[config.mk]
export PLATFORM = sky130hd
export DESIGN_NAME = six_bit_char_packer_hex_core
export DESIGN_NICKNAME = d
export VERILOG_FILES = /design/src/sbp_pkg.sv /design/src/sbp_pack.sv /design/src/sbp_out.sv /design/src/six_bit_char_packer_hex_core.sv
export VERILOG_INCLUDE_DIRS = /design/src /design/src/src
export SDC_FILE = /design/constraint.sdc
export NUM_CORES = 1
export LEC_CHECK = 0
export ABC_AREA = 1
export BUFFER_PORTS_ARGS = -buffer_cell sky130_fd_sc_hd__buf_4
export CORE_UTILIZATION = 30
export CTS_CLUSTER_DIAMETER = 150
export DETAILED_ROUTE_END_ITERATION = 7
export SLEW_MARGIN = 40
export SYNTH_ARGS = -nofsm -noshare
export SYNTH_HDL_FRONTEND = slang
export SYNTH_HIERARCHICAL = 1
export SYNTH_SLANG_ARGS = --single-unit
[constraint.sdc]
create_clock -name clk -period 9.9 [get_ports clk]
set_input_delay 0.99 -clock clk [delete_from_list [all_inputs] [get_ports clk]]
set_output_delay 0.99 -clock clk [all_outputs]
set_load 0.02 [all_outputs]
[src/assert_macros.svh]
// Assertion macros for the RTL of the six-bit character packer, used by its top-level core.
// Each macro expects a clock named clk and an active-low reset named arst_n in scope.
`ifndef ASSERT_MACROS_SVH
`define ASSERT_MACROS_SVH

// The consequent must hold in the same cycle as the antecedent.
`define SBP_ASSERT_SAME(label, ante, cons, msg) \
	label: assert property (@(posedge clk) disable iff (!arst_n) (ante) |-> (cons)) \
		else $error(msg);

// The consequent must hold in the cycle after the antecedent.
`define SBP_ASSERT_NEXT(label, ante, cons, msg) \
	label: assert property (@(posedge clk) disable iff (!arst_n) (ante) |=> (cons)) \
		else $error(msg);

`endif

[src/sbp_pkg.sv]
// Package for the six-bit character packer: character map, hex digit table
// and the result bundle passed from the packer to the output buffer. No dependencies.
`timescale 1ns / 1ps
`default_nettype none

package sbp_pkg;

	localparam int unsigned CodeW  = 6;
	localparam int unsigned DigitW = 7;
	localparam int unsigned MaxDig = 4;
	localparam int unsigned DCntW  = 3;

	typedef struct packed {
		logic [DCntW-1:0]               cnt;
		logic                           last;
		logic [MaxDig-1:0][DigitW-1:0]  digits;
	} bundle_t;

	// Returns {hit, code}; hit is low for a character that carries no code.
	function automatic logic [CodeW:0] map_char(input logic [7:0] c);
		logic [CodeW:0] r;
		r = '0;
		if (c >= 8'd97 && c <= 8'd122) begin
			r = {1'b1, 6'(c - 8'd97)};
		end else if (c >= 8'd65 && c <= 8'd90) begin
			r = {1'b1, 6'(c - 8'd39)};
		end else if (c >= 8'd48 && c <= 8'd57) begin
			r = {1'b1, 6'(c + 8'd4)};
		end else if (c == 8'd32) begin
			r = {1'b1, 6'd62};
		end
		return r;
	endfunction

	function automatic logic [DigitW-1:0] hex_char(input logic [3:0] nib);
		logic [DigitW-1:0] r;
		if (nib < 4'd10) begin
			r = 7'd48 + {3'd0, nib};
		end else begin
			r = 7'd55 + {3'd0, nib};
		end
		return r;
	endfunction

endpackage

`default_nettype wire

[src/sbp_pack.sv]
// Bit accumulator of the packer: maps one registered character, packs its
// code and forms up to two bytes as hex digits. Depends on sbp_pkg.
`timescale 1ns / 1ps
`default_nettype none

module sbp_pack import sbp_pkg::*; (
	input  wire logic       clk,
	input  wire logic       arst_n,
	input  wire logic [7:0] char_s1,
	input  wire logic       end_s1,
	input  wire logic       adv,
	output bundle_t         bundle
);

	logic [5:0]  acc_q;
	logic [2:0]  cnt_q;
	logic [5:0]  acc_n;
	logic [2:0]  cnt_n;
	logic [CodeW:0] mapped;
	logic [11:0] comb;
	logic [11:0] shifted;
	logic [11:0] mask;
	logic [2:0]  rem_cnt;
	logic [2:0]  pad_sh;
	logic [13:0] padded;
	logic [7:0]  byte1;
	logic [7:0]  byte2;
	logic [7:0]  b0;
	logic        has1;
	logic        has2;

	always_comb begin
		mapped  = map_char(char_s1);
		comb    = {acc_q, mapped[CodeW-1:0]};
		rem_cnt = cnt_q - 3'd2;
		shifted = comb >> rem_cnt;
		mask    = (12'd1 << rem_cnt) - 12'd1;
		byte1   = shifted[7:0];
		has1    = 1'b0;
		acc_n   = acc_q;
		cnt_n   = cnt_q;
		if (mapped[CodeW]) begin
			if (cnt_q == 3'd0) begin
				acc_n = mapped[CodeW-1:0];
				cnt_n = 3'd6;
			end else begin
				has1  = 1'b1;
				acc_n = comb[5:0] & mask[5:0];
				cnt_n = rem_cnt;
			end
		end
		pad_sh = 3'(4'd8 - {1'b0, cnt_n});
		padded = {8'd0, acc_n} << pad_sh;
		byte2  = padded[7:0];
		has2   = end_s1 && (cnt_n != 3'd0);
		b0     = has1 ? byte1 : byte2;
		bundle.digits[0] = hex_char(b0[7:4]);
		bundle.digits[1] = hex_char(b0[3:0]);
		bundle.digits[2] = hex_char(byte2[7:4]);
		bundle.digits[3] = hex_char(byte2[3:0]);
		bundle.cnt  = {1'b0, has1, 1'b0} + {1'b0, has2, 1'b0};
		bundle.last = end_s1;
	end

	always_ff @(posedge clk or negedge arst_n) begin
		if (!arst_n) begin
			acc_q <= '0;
			cnt_q <= '0;
		end else if (adv) begin
			if (end_s1) begin
				acc_q <= '0;
				cnt_q <= '0;
			end else begin
				acc_q <= acc_n;
				cnt_q <= cnt_n;
			end
		end
	end

endmodule

`default_nettype wire

[src/sbp_out.sv]
// Output buffer of the packer: holds the hex digits of one item and sends
// them one transfer per cycle while out_stall is low. Depends on sbp_pkg.
`timescale 1ns / 1ps
`default_nettype none

module sbp_out import sbp_pkg::*; (
	input  wire logic              clk,
	input  wire logic              arst_n,
	input  wire bundle_t           bundle,
	input  wire logic              load,
	output logic                   buf_free,
	output logic [DigitW-1:0]      hex_digit,
	output logic                   out_last,
	output logic                   out_valid,
	input  wire logic              out_stall
);

	logic [MaxDig-1:0][DigitW-1:0] dig_q;
	logic [DCntW-1:0]              rem_q;
	logic                          last_q;
	logic                          take;

	assign out_valid = (rem_q != '0);
	assign take      = out_valid && !out_stall;
	assign buf_free  = (rem_q == '0) || (rem_q == 3'd1 && !out_stall);
	assign hex_digit = dig_q[0];
	assign out_last  = last_q && (rem_q == 3'd1);

	always_ff @(posedge clk or negedge arst_n) begin
		if (!arst_n) begin
			rem_q <= '0;
		end else if (load) begin
			rem_q <= bundle.cnt;
		end else if (take) begin
			rem_q <= rem_q - 3'd1;
		end
	end

	always_ff @(posedge clk) begin
		if (load) begin
			dig_q  <= bundle.digits;
			last_q <= bundle.last;
		end else if (take) begin
			dig_q <= {{DigitW{1'b0}}, dig_q[MaxDig-1:1]};
		end
	end

endmodule

`default_nettype wire

[src/six_bit_char_packer_hex_core.sv]
// Six-bit character packer with hex output: input register, packer and output buffer.
// Depends on sbp_pkg, sbp_pack, sbp_out and assert_macros.svh.
//
// Usage:
// The input channel (in_valid, in_stall, char_in, msg_end) takes one ASCII character per
// transfer; msg_end marks the final character of a message. Letters, digits and space
// become 6-bit codes packed most significant bit first; other characters are dropped.
// The output channel (out_valid, out_stall, hex_digit, out_last) sends each completed
// byte as two uppercase ASCII hex digits, high nibble first. At the end of a message
// the leftover bits are zero padded to a byte and out_last marks the final digit.
// An input transfer passes the input register and the output buffer register before its
// first hex digit appears. The input register takes a new character every cycle while
// the output buffer can load; the output port sends one digit per cycle while out_stall
// is low, and an item yields 0, 2 or 4 digits.
// While the receiver stalls, the output buffer holds its digits and one more item waits
// in the input register; after that in_stall rises.
// Reset clears the bit accumulator and both valid flags; no output is shown after reset.
`timescale 1ns / 1ps
`default_nettype none
`include "assert_macros.svh"

module six_bit_char_packer_hex_core import sbp_pkg::*; (
	input  wire logic              clk,
	input  wire logic              arst_n,
	input  wire logic              in_valid,
	output logic                   in_stall,
	input  wire logic [7:0]        char_in,
	input  wire logic              msg_end,
	output logic                   out_valid,
	input  wire logic              out_stall,
	output logic [DigitW-1:0]      hex_digit,
	output logic                   out_last
);

	logic [7:0] char_s1;
	logic       end_s1;
	logic       vld_s1;
	logic       adv;
	logic       buf_free;
	logic       load_buf;
	logic       out_take;
	logic       hex_ok;
	bundle_t    bundle;

	assign adv      = vld_s1 && ((bundle.cnt == '0) || buf_free);
	assign in_stall = vld_s1 && !adv;
	assign load_buf = adv && (bundle.cnt != '0);
	assign out_take = out_valid && !out_stall;
	assign hex_ok   = ((hex_digit >= 7'd48) && (hex_digit <= 7'd57)) ||
		((hex_digit >= 7'd65) && (hex_digit <= 7'd70));

	always_ff @(posedge clk or negedge arst_n) begin
		if (!arst_n) begin
			vld_s1 <= 1'b0;
		end else if (!in_stall) begin
			vld_s1 <= in_valid;
		end
	end

	always_ff @(posedge clk) begin
		if (in_valid && !in_stall) begin
			char_s1 <= char_in;
			end_s1  <= msg_end;
		end
	end

	sbp_pack u_pack (
		.clk     (clk),
		.arst_n  (arst_n),
		.char_s1 (char_s1),
		.end_s1  (end_s1),
		.adv     (adv),
		.bundle  (bundle)
	);

	sbp_out u_out (
		.clk       (clk),
		.arst_n    (arst_n),
		.bundle    (bundle),
		.load      (load_buf),
		.buf_free  (buf_free),
		.hex_digit (hex_digit),
		.out_last  (out_last),
		.out_valid (out_valid),
		.out_stall (out_stall)
	);

	`SBP_ASSERT_SAME(a_load_free, load_buf, buf_free, "load into busy buffer")
	`SBP_ASSERT_SAME(a_cnt_even, adv, !bundle.cnt[0] && (bundle.cnt <= 3'd4), "odd digit count")
	`SBP_ASSERT_SAME(a_hex_range, out_valid, hex_ok, "bad hex digit")
	`SBP_ASSERT_NEXT(a_last_ends, out_take && out_last, !out_last, "last mark misplaced")
	`SBP_ASSERT_NEXT(a_stall_hold, out_valid && out_stall, $stable(hex_digit), "held digit changed")

endmodule

`default_nettype wire

==> results of run 1 <==
critical path: stages, from the launching register on:
cell,delay (ps)
edfxtp_1,490
inv_1,150
ha_1,300
inv_2,70
nand2_1,40
nand2_1,100
nand2_4,90
a21oi_2,180
nand3_4,150
nand2_1,380
inv_1,230
ha_1,380
nor2_2,130
nand2_2,80
nand3_2,90
inv_1,40
buf_4,150
logic make-up (layout without fill, tap and decap cells):
family                     after synthesis  in the layout  share of synthesized area, %
AOI/OAI and AO/OA                       56             56                          7.90
adders and majority gates               20             20                          5.68
xor gates and xnor gates                13             13                          2.58
DFF                                     51             51                          33.3
and+or+nand+nor                        343            343                          39.1
muxes                                    1              1                         0.227
other                                    1              1                        0.0851
buffers and inverters                  106            109                          11.1
where the power goes:
| group | leakage, nW | internal (mW) | switching, mW | total (mW) |
|---|---|---|---|---|
| sequential | 0.545 | 0.361 | 0.0467 | 0.408 |
| clock | 0.0900 | 0.145 | 0.0787 | 0.223 |
| combinational | 1.76 | 0.340 | 0.685 | 1.03 |
registers in the layout (all words and copies together) (netlist names):
name	cells
char_s1	8
u_out/rem_q	3
end_s1	1
u_out/hex_digit	7
u_out/last_q	1
u_pack/cnt_q	3
u_out/dig_q	21
u_pack/acc_q	6
vld_s1	1
placed cells by master (no fill, tap or decap), drive strengths merged, types with 12 or more instances in the layout:
cell type and n:
dfrtp 13, nand2 223, nor2 41, buf 23, a21oi 12, inv 78, xor2 12, nand3 67
ha 20, o21ai 30, edfxtp 38
per-stage QoR:
| stage | instances | hold slack [ps] |
|---|---|---|
| 4_1_cts | 774 | 513 |
| 5_1_grt | 774 | 530 |
| 3_5_place_dp | 766 | 498 |
| 6_report | 774 | 510 |
| 2_1_floorplan | 591 | 449 |
| 3_3_place_gp | 766 | 497 |
layer usage:
metal / global-route usage, % / vias up / routed length, um
met5: 0 / - / 0
met4: 4.52 / 0 / 162
met3: 2.08 / 14 / 269
met2: 20.9 / 64 / 4150
met1: 17.4 / 1590 / 4510
li1: - / 1887 / -
final cells by class:
type                            instances  area [sq um]  share of cell area [%]
Timing Repair Buffer                   23           173                    3.60
Multi-Input combinational cell        434          2450                    51.1
Sequential cell                        51          1470                    30.5
Inverter                               78           293                    6.10
Tap cell                              180           225                    4.69
Clock buffer                            5           125                    2.61
Clock inverter                          3          67.6                    1.41
path summary, 6_finish.rpt:
kind | endpoint | slack (ps) | cells after the start
worst max-delay path | in_stall | 5580 | 16
worst max register to register | u_out/dig_q[17] | 5730 | 18
max in group asynchronous | u_pack/cnt_q[2] | 9210 | 1
worst min register to register | u_out/hex_digit[2] | 510 | 2
min in group asynchronous | u_out/rem_q[1] | 520 | 1
worst min-delay path | u_out/hex_digit[2] | 510 | 2
synth_stat cells (2+ instances only):
| cell type | n | share of area [%] |
|---|---|---|
| a21oi_1 | 10 | 1.1 |
| a21oi_2 | 2 | 0.40 |
| buf_2 | 8 | 0.91 |
| buf_4 | 10 | 1.7 |
| buf_6 | 6 | 1.5 |
| clkbuf_1 | 3 | 0.26 |
| dfrtp_1 | 13 | 7.4 |
| edfxtp_1 | 38 | 26 |
| ha_1 | 20 | 5.7 |
| inv_1 | 61 | 5.2 |
| inv_2 | 17 | 1.4 |
| nand2_1 | 194 | 17 |
| nand2_2 | 21 | 3.0 |
| nand2_4 | 8 | 2.0 |
| nand3_1 | 52 | 5.9 |
| nand3_2 | 10 | 2.3 |
| nand3_4 | 5 | 2.0 |
| nand4_1 | 7 | 0.99 |
| nor2_1 | 26 | 2.2 |
| nor2_2 | 7 | 0.99 |
| nor2_4 | 6 | 1.5 |
| nor2_8 | 2 | 0.91 |
| o211ai_1 | 2 | 0.34 |
| o21ai_0 | 15 | 1.7 |
| o21ai_1 | 10 | 1.1 |
| o21ai_2 | 5 | 0.99 |
| o21bai_1 | 2 | 0.34 |
| o22ai_1 | 6 | 0.85 |
| xor2_1 | 12 | 2.4 |
==> summary.txt, run 1 <==
Hold_sp - u_out/dig_q[9]
Crit path arrival time - 3330 ps
Fillcell total - 1509
Vias per cell - 4.59
Drt drc - 0
Site row count - 43
CTS Hold Bufs - 0
Routed WL - 9090 um
Avg Cell Area, Syn - 7.45 sq um
Max rail drop VDD - 0.000121 V
Final ANT Viol Nets - 0
Pre-antenna DRT Iters - 5
Avg WL per Cell - 11.7 um
Clock slew at reported path FFs - 70 ps
CP required - 8910 ps
Status - finished clean
Unrepaired setup endpoints after global routing - false
Worst slew margin - 55.3%
Final min period - 4320 ps
Dpl ws - 5800 ps
Ys flop type - edfxtp_1
Register area share after synthesis - 33.3%
Worst-skew pair later-pin latency - 300 ps
Longest Clk Path Bufs - 2
Final hold vios - 0
Syn. warnings - 6
First-pass GRT wire length - 15100 um
Worst slew pin tran - 670 ps
H-tree level count - 2
Setup Fix Bufs, Post-CTS - 0
Setup violators final - 0
Vias in the first global route - 3169
CP Max Fanout - 11
Post-CTS sizing - 0
Chip width - 123 um
Gate count of the mapped netlist - 591
Final Util - 34.1%
Routability cong. - 0.884
Post-synth EDFFs - 38
Max Transition Viols Final - 0
Nets@finish - 626
PwrDens - 345 nW/um^2
Yosys cell types - 42
Initial DRC count - 284
Die height - 123 um
Worst hold path class - reg2reg
Crit end category - primary output
Vias - 3555
Setup crit start kind - flip-flop
Critical path class - reg2out
Overall Power - 1.66 mW
Core ar. - 14100 sq um
IO Count - 23
CTS tree - built
FF+latch count, synth - 51
Final instance area - 4800 sq um
Static Leak - 2.39 nW
Initial antenna violation count - 0
Dpl cell area - 4610 sq um
CP startpoint - char_s1[1]
Share of cells above drive strength 1 - 19.9%
GR Overflow Total - 0
Die Area - 15200 sq um
Clk_skew - 4.17 ps
GRT Util Overall - 12.9%
Peak Freq - 0.232 GHz
Initial Util - 31.3%
ANT cells - 0
Ys async rst share - 25.5%
Clk sinks - 51
Syn Nets - 624
Worst Slack Setup Final - 5580 ps
Setup TNS - 0 ps
Largest net degree at the start of global routing - 36
Num CTS Buffers - 5
Max-cap check violation count - 0
Clock Tree Root - clkbuf_16
Reg2reg start - char_s1[1]
Area grow syn2layout - 9.00%
Synth Cell Area - 4410 sq um
PortBufs - 22
Tcrit/Tclk final - 43.6%
HPWL after detailed placement - 7140 um
Note: power is estimated with default switching activity, not from simulation.
==> run 2: changes to the inputs <==
--- a/config.mk
+++ b/config.mk
@@ -6,7 +6,7 @@
 export SDC_FILE = /design/constraint.sdc
 export NUM_CORES = 1
 export LEC_CHECK = 0
-export ABC_AREA = 1
+export ABC_AREA = 0
 export BUFFER_PORTS_ARGS = -buffer_cell sky130_fd_sc_hd__buf_4
 export CORE_UTILIZATION = 30
 export CTS_CLUSTER_DIAMETER = 150
==> constraint.sdc (replaced) <==
create_clock -name clk -period 3.6 [get_ports clk]
set_input_delay 0.36 -clock clk [delete_from_list [all_inputs] [get_ports clk]]
set_output_delay 0.36 -clock clk [all_outputs]
set_load 0.02 [all_outputs]
==> summary.txt, run 2 <==
Drt drc - 0 (unchanged)
Most used routing layer - met2
Core ar. - 15100 sq um (+7.4%)
Post-synthesis compound-gate area fraction - 26.8% (+19 points)
Area grow syn2layout - 50.6%
Largest net degree at the start of global routing - 29 (-19%)
FF-to-FF setup slack - -220 ps (-5950 ps)
GR Overflow Total - 0 (unchanged)
Final hold vios - 0 (unchanged)
Crit end category - flip-flop
Worst slew margin - 50.8% (-4.5 points)
HPWL after detailed placement - 10600 um (+48%)
Status - complete, but fails checks
Avg Cell Area, Syn - 9.33 sq um (+25%)
Yosys top cell area share - 24.6% (-1.3 points)
Vias per cell - 5.49 (+20%)
Critical path class - reg2reg
Synth Area in XOR/XNOR - 2.08% (-0.51 points)
Top post-synthesis cells by area - edfxtp_1, dfrtp_1, mux2_2
Worst hold margin - 227 ps (-284 ps)
Largest family of logic cells by synthesized area - compound AO/OA/AOI/OAI gates
Gate count of the mapped netlist - 497 (-16%)
Synth Area in Simple Gates - 19.8% (-19 points)
CP required - 3660 ps (-5250 ps)
Worst-skew pair later-pin latency - 300 ps (about the same)
Longest Clk Path Bufs - 2 (unchanged)
Worst Hold End - end_s1
Initial antenna violation count - 0 (unchanged)
First-pass GRT wire length - 23000 um (+52%)
Ys flop type - edfxtp_1
Largest register FFs - 21 (unchanged)
Initial Util - 30.6% (-0.62 points)
Setup crit start kind - flip-flop
Post-synth EDFFs - 38 (unchanged)
Met2 Resource Use GR - 31.1% (+10 points)
Syn. warnings - 6 (unchanged)
GRT Util Overall - 18.4% (+5.5 points)
Max incr delay on CP - 430 ps (-60 ps)
CP cell instances - buf_4, buf_4, ha_4, a21o_4, a31o_1, o21ai_2, nor2_2, nor2_2, xnor2_2, ha_4, buf_4, buf_4, o211ai_1, a41o_4, buf_4, nor2_1, a2bb2oi_2, mux2_4
Sw Share - 43.5% (-5.4 points)
Unrepaired setup endpoints after global routing - true
Nets@finish - 678 (+8.3%)
Routed WL - 14900 um (+63%)
IO Count - 23 (unchanged)
Num CTS Buffers - 5 (unchanged)
Critical Path Slowest Stage Cell - edfxtp_1
Sequential Power Share - 14.7% (-9.9 points)
Commonest cells post-synth - nand2_1, edfxtp_1, nor2_1, a21oi_1, mux2_2
Site row count - 45 (+4.7%)
Vias - 4579 (+29%)
Pre-antenna DRT Iters - 5 (unchanged)
Ys async rst share - 25.5% (unchanged)
R2r worst-path depth - 18 (unchanged)
H-tree level count - 2 (unchanged)
Worst slew pin tran - 734 ps (+63.5 ps)
Area leader, netlist - edfxtp_1
Worst Slack Setup Final - -224 ps (-5810 ps)
Post-synthesis adder-cell area fraction - 5.39% (-0.29 points)
Tcrit/Tclk final - 106%
PortBufs - 22 (unchanged)
Yosys cell types - 90 (+110%)
Overall Power - 7.71 mW (+370%)
Largest regs - u_out/dig_q (21), char_s1 (8), u_out/hex_digit (7)
P_int - 4.35 mW (+410%)
CTS tree - built
Share of cells above drive strength 1 - 52.0% (+32 points)
ANT cells - 0 (unchanged)
Top reg by flops - u_out/dig_q
Max Transition Viols Final - 0 (unchanged)
CP Max Fanout - 6 (-5)
Worst hold path class - in2reg
M1 GR Usage - 23.2% (+5.8 points)
Vias in the first global route - 4487 (+42%)
Hold_sp - msg_end
Routability cong. - 0.915 (+3.5%)
Setup TNS - -2270 ps (-2270 ps)
Initial DRC count - 347 (+22%)
Combinational Power Share - 78.1% (+16 points)
Static Leak - 2.77 nW (+16%)
Reg2reg start - char_s1[2]
Met3 Usage GRT - 3.04% (+0.96 points)
Setup violators final - 23 (+23)
Die height - 126 um (+2.6%)
Most frequent cell after synthesis - nand2_1
Worst hold path cell count - 1 (-1)
Synth Cell Area - 4640 sq um (+5.3%)
Syn Nets - 530 (-15%)
Max rail drop VDD - 0.000439 V (+260%)
Chip width - 126 um (+2.6%)
Most common cell after layout, fill and taps aside - buf_4
Switch Pwr - 3.35 mW (+310%)
Peak Freq - 0.262 GHz
Failing checks - setup timing
Avg WL per Cell - 17.8 um (+52%)
Mux contribution to synthesized area - 7.85% (+7.6 points)
Final min period - 3820 ps
Max-cap check violation count - 0 (unchanged)
Final ANT Viol Nets - 0 (unchanged)
Commonest cells after routing, fill and taps aside - buf_4, nand2_1, edfxtp_1
Die Area - 16000 sq um (+5.2%)
Clock slew at reported path FFs - 70 ps (about the same)
Most used cell, CP - buf_4
Worst R2R End - u_out/hex_digit[1]
Dpl ws - -368 ps (-6170 ps)
Clk pwr share - 7.2% (-6.3 points)
Clk_skew - 3.50 ps (-0.667 ps)
Crit path arrival time - 3880 ps (+550 ps)
Clk sinks - 51 (unchanged)
Clock Tree Root - clkbuf_16
PwrDens - 1100 nW/um^2 (+220%)
FF+latch count, synth - 51 (unchanged)
Register area share after synthesis - 31.6% (-1.7 points)
[run 2: timing repair]
item,4_1_cts,5_1_grt
gates cloned,0,2
hold buffers,1,0
gates resized for setup,83,65
pin swaps,47,21
setup endpoints to repair,59,75
endpoints found under the hold margin,13,0
buffers inserted,26,9
[run 2: layer usage]
layer  wire length, um  vias up  part of all wire, %
met4               391        0                  2.6
met1              6530     2214                   44
met2              7160      160                   48
met5                 0        -                    0
met3               780       31                  5.2
li1                  -     2174                    -
[run 2: layout make-up]
cell class,count,area (sq um)
clock inverter,3,43.8
clock buffer,5,125
timing repair buffer,173,1410
tap,188,235
sequential,51,1470
inverter,23,93.8
multi-input combinational,391,3610
fill,1332,8160
[run 2: cell families (layout without fill, tap and decap cells)]
logic type	Yosys count	count (layout)
AO/OA/AOI/OAI	159	159
XOR/XNOR	11	11
adder cells (fa/ha/maj)	20	20
buffers and inverters	56	204
flip-flops	51	51
multiplexers	31	31
other	1	1
AND/OR/NAND/NOR	168	169
[run 2: per-stage QoR]
step | util [%] | std cells | instance area, sq um
finish | 46.1 | 834 | 6990
global route | 46.1 | 834 | 6990
CTS | 43.5 | 824 | 6590
detailed placement | 38.5 | 790 | 5830
global placement | 38.5 | 790 | 5830
floorplan | - | 497 | 4740
[run 2: worst max path at each step]
stage / from / to / slack, ps / depth (start not counted)
final: char_s1[2] / u_out/hex_digit[1] / -220 / 18
after CTS: char_s1[1] / u_out/hex_digit[0] / -170 / 16
after floorplan: char_s1[1] / u_out/hex_digit[4] / -390 / 19
after detailed placement: char_s1[2] / u_out/hex_digit[2] / -370 / 15
after global placement: char_s1[2] / u_out/hex_digit[2] / -380 / 16
after global routing: char_s1[1] / u_out/hex_digit[2] / -330 / 18
[run 2: critical path, delay by kind of cell (launching register included)]
family	cells	cell delay [ps]
AO/OA/AOI/OAI	6	1320
XOR/XNOR	1	150
adder cells (fa/ha/maj)	2	430
buffers and inverters	5	710
flip-flops	1	430
multiplexers	1	250
AND/OR/NAND/NOR	3	270
[run 2: power by group through the flow]
| stage | sequential (mW) | combinational [mW] | clock (mW) |
|---|---|---|---|
| CTS | 1.13 | 5.18 | 0.567 |
| floorplan | 1.09 | 2.80 | 0 |
| global route | 1.16 | 6.39 | 0.586 |
| finish | 1.14 | 6.02 | 0.553 |
| global placement | 1.13 | 4.22 | 0 |
| detailed placement | 1.14 | 4.30 | 0 |
==> run 3: changes to the inputs <==
--- a/config.mk
+++ b/config.mk
@@ -6,11 +6,12 @@
 export SDC_FILE = /design/constraint.sdc
 export NUM_CORES = 1
 export LEC_CHECK = 0
-export ABC_AREA = 0
+export ABC_AREA = 1
 export BUFFER_PORTS_ARGS = -buffer_cell sky130_fd_sc_hd__buf_4
-export CORE_UTILIZATION = 30
+export CORE_UTILIZATION = 55
 export CTS_CLUSTER_DIAMETER = 150
 export DETAILED_ROUTE_END_ITERATION = 7
+export PLACE_DENSITY = 0.76
 export SLEW_MARGIN = 40
 export SYNTH_ARGS = -nofsm -noshare
 export SYNTH_HDL_FRONTEND = slang
==> summary.txt, run 3 (synthesis results as in run 1) <==
Status - finished clean
M1 GR Usage - 32.6% (+9.4 points)
Crit end category - primary output
IO Count - 23 (unchanged)
Cells after DPL - 703 (-11%)
Top reg by flops - u_out/dig_q
Final hold vios - 0 (unchanged)
Clock slew at reported path FFs - 110 ps (+40 ps)
Avg WL per Cell - 13.8 um (-22%)
PortBufs - 22 (unchanged)
Nets@finish - 646 (-4.7%)
Initial antenna violation count - 0 (unchanged)
Site row count - 32 (-29%)
CTS tree - built
Setup violators final - 0 (-100%)
Drt drc - 0 (unchanged)
Pre-antenna DRT Iters - 4 (-1)
Worst hold path class - in2reg
Initial DRC count - 210 (-39%)
Clk sinks - 51 (unchanged)
Critical path class - reg2out
CP Max Fanout - 7 (+1)
Largest regs - u_out/dig_q (21), char_s1 (8), u_out/hex_digit (7)
CP required - 3240 ps (-420 ps)
Largest register FFs - 21 (unchanged)
Setup TNS - 0 ps (+2270 ps)
GR Overflow Total - 0 (unchanged)
Met2 Resource Use GR - 44.0% (+13 points)
Peak Freq - 0.294 GHz (+13%)
Most used routing layer - met2
Die Area - 8370 sq um (-48%)
Core ar. - 7730 sq um (-49%)
Clock Tree Root - clkbuf_8
Max-cap check violation count - 0 (unchanged)
Worst-skew pair later-pin latency - 330 ps (+30 ps)
H-tree level count - 2 (unchanged)
Routed WL - 9910 um (-33%)
Max Transition Viols Final - 0 (unchanged)
PwrDens - 941 nW/um^2 (-15%)
Commonest cells after routing, fill and taps aside - nand2_1, inv_1, nand3_1
Largest net degree at the start of global routing - 34 (+17%)
Clk_skew - 10.1 ps (+6.58 ps)
Vias - 3719 (-19%)
Finished Layout Cells - 716 (-14%)
Longest Clk Path Bufs - 2 (unchanged)
Static Leak - 2.45 nW (-12%)
Final min period - 3400 ps (-427 ps)
Most common cell after layout, fill and taps aside - nand2_1
Met3 Usage GRT - 3.18% (+0.15 points)
Vias in the first global route - 3553 (-21%)
Worst slew margin - 64.8% (+14 points)
Max rail drop VDD - 0.000552 V (+26%)
Crit path arrival time - 3040 ps (-840 ps)
Num CTS Buffers - 5 (unchanged)
Chip width - 91.5 um (-28%)
Vias per cell - 5.19 (-5.4%)
ANT cells - 0 (unchanged)
Die height - 91.5 um (-28%)
Share of cells above drive strength 1 - 23.6% (-28 points)
Area grow syn2layout - 9.71%
Tcrit/Tclk final - 94.4% (-12 points)
Setup crit start kind - flip-flop
Final Util - 62.5% (+16 points)
Worst slew pin tran - 523 ps (-211 ps)
First-pass GRT wire length - 16600 um (-28%)
GRT Util Overall - 25.4% (+7.0 points)
Final ANT Viol Nets - 0 (unchanged)
Routability cong. - 0.902 (-1.3%)
Worst hold margin - 203 ps (-23.2 ps)
Initial Util - 57.0% (+26 points)
HPWL after detailed placement - 7590 um (-28%)
-- run 3: changes by cell type in the layout (fill, tap and decap cells not counted), sizes merged, moves of 13 or more --
cell   change
a21oi     -13
buf      -129
inv       +58
mux2      -23
nand2    +175
nand3     +50
-- run 3: path summary, 6_finish.rpt --
| path | startpoint | endpoint | slack [ps] | cells past startpoint |
|---|---|---|---|---|
| worst max-delay path | char_s1[0] | in_stall | 200 | 17 |
| worst min-delay path | char_in[6] | char_s1[6] | 200 | 1 |
| worst max register to register | char_s1[0] | u_out/hex_digit[0] | 290 | 23 |
| worst min register to register | u_out/dig_q[21] | u_out/dig_q[14] | 520 | 2 |
| max in group asynchronous | arst_n | u_pack/cnt_q[1] | 3020 | 2 |
| min in group asynchronous | arst_n | u_out/rem_q[1] | 400 | 2 |
-- run 3: timing repair --
action	4_1_cts	5_1_grt
gates resized for setup	0	13
buffers inserted	0	4
hold buffers	1	0
hold endpoints to repair	13	0
endpoints found under the setup margin	0	70
-- run 3: per-stage QoR --
step,instance area (sq um),setup slack [ps],power (mW)
finish,4830,203,4.55
floorplan,4410,215,3.47
global route,4830,-1.61,4.99
CTS,4730,89.6,4.44
detailed placement,4620,118,4.07
global placement,4620,196,3.98
-- run 3: per-layer routing --
metal / part of all wire (%) / vias up
met5: 0 / -
met4: 2.0 / 0
met3: 3.7 / 16
met2: 49 / 81
met1: 46 / 1697
li1: - / 1925
-- run 3: critical path: stages, from the launching register on --
cell and delay, ps:
edfxtp_1 420, inv_1 110, buf_4 170, ha_1 200
nand2_1 110, nor2_4 60, a21oi_2 150, nand3_4 140
xor2_2 190, ha_4 180, ha_4 150, nor2_1 110
ha_1 260, nor2_2 120, nand2_2 70, nand3_2 80
inv_1 40, buf_4 150
-- run 3: cell type report --
type,instances,area (sq um)
well taps,102,128
clock buffers,5,68.8
repair buffers,43,342
clock inverters,3,27.5
fillers,689,2890
multi-input cells,434,2510
flip-flops and latches,51,1470
inverters,78,293
-- run 3: where the power goes --
group	internal, mW	switching [mW]	leakage [nW]
combinational	1.09	1.97	1.86
sequential	0.990	0.125	0.545
clock	0.144	0.234	0.0463
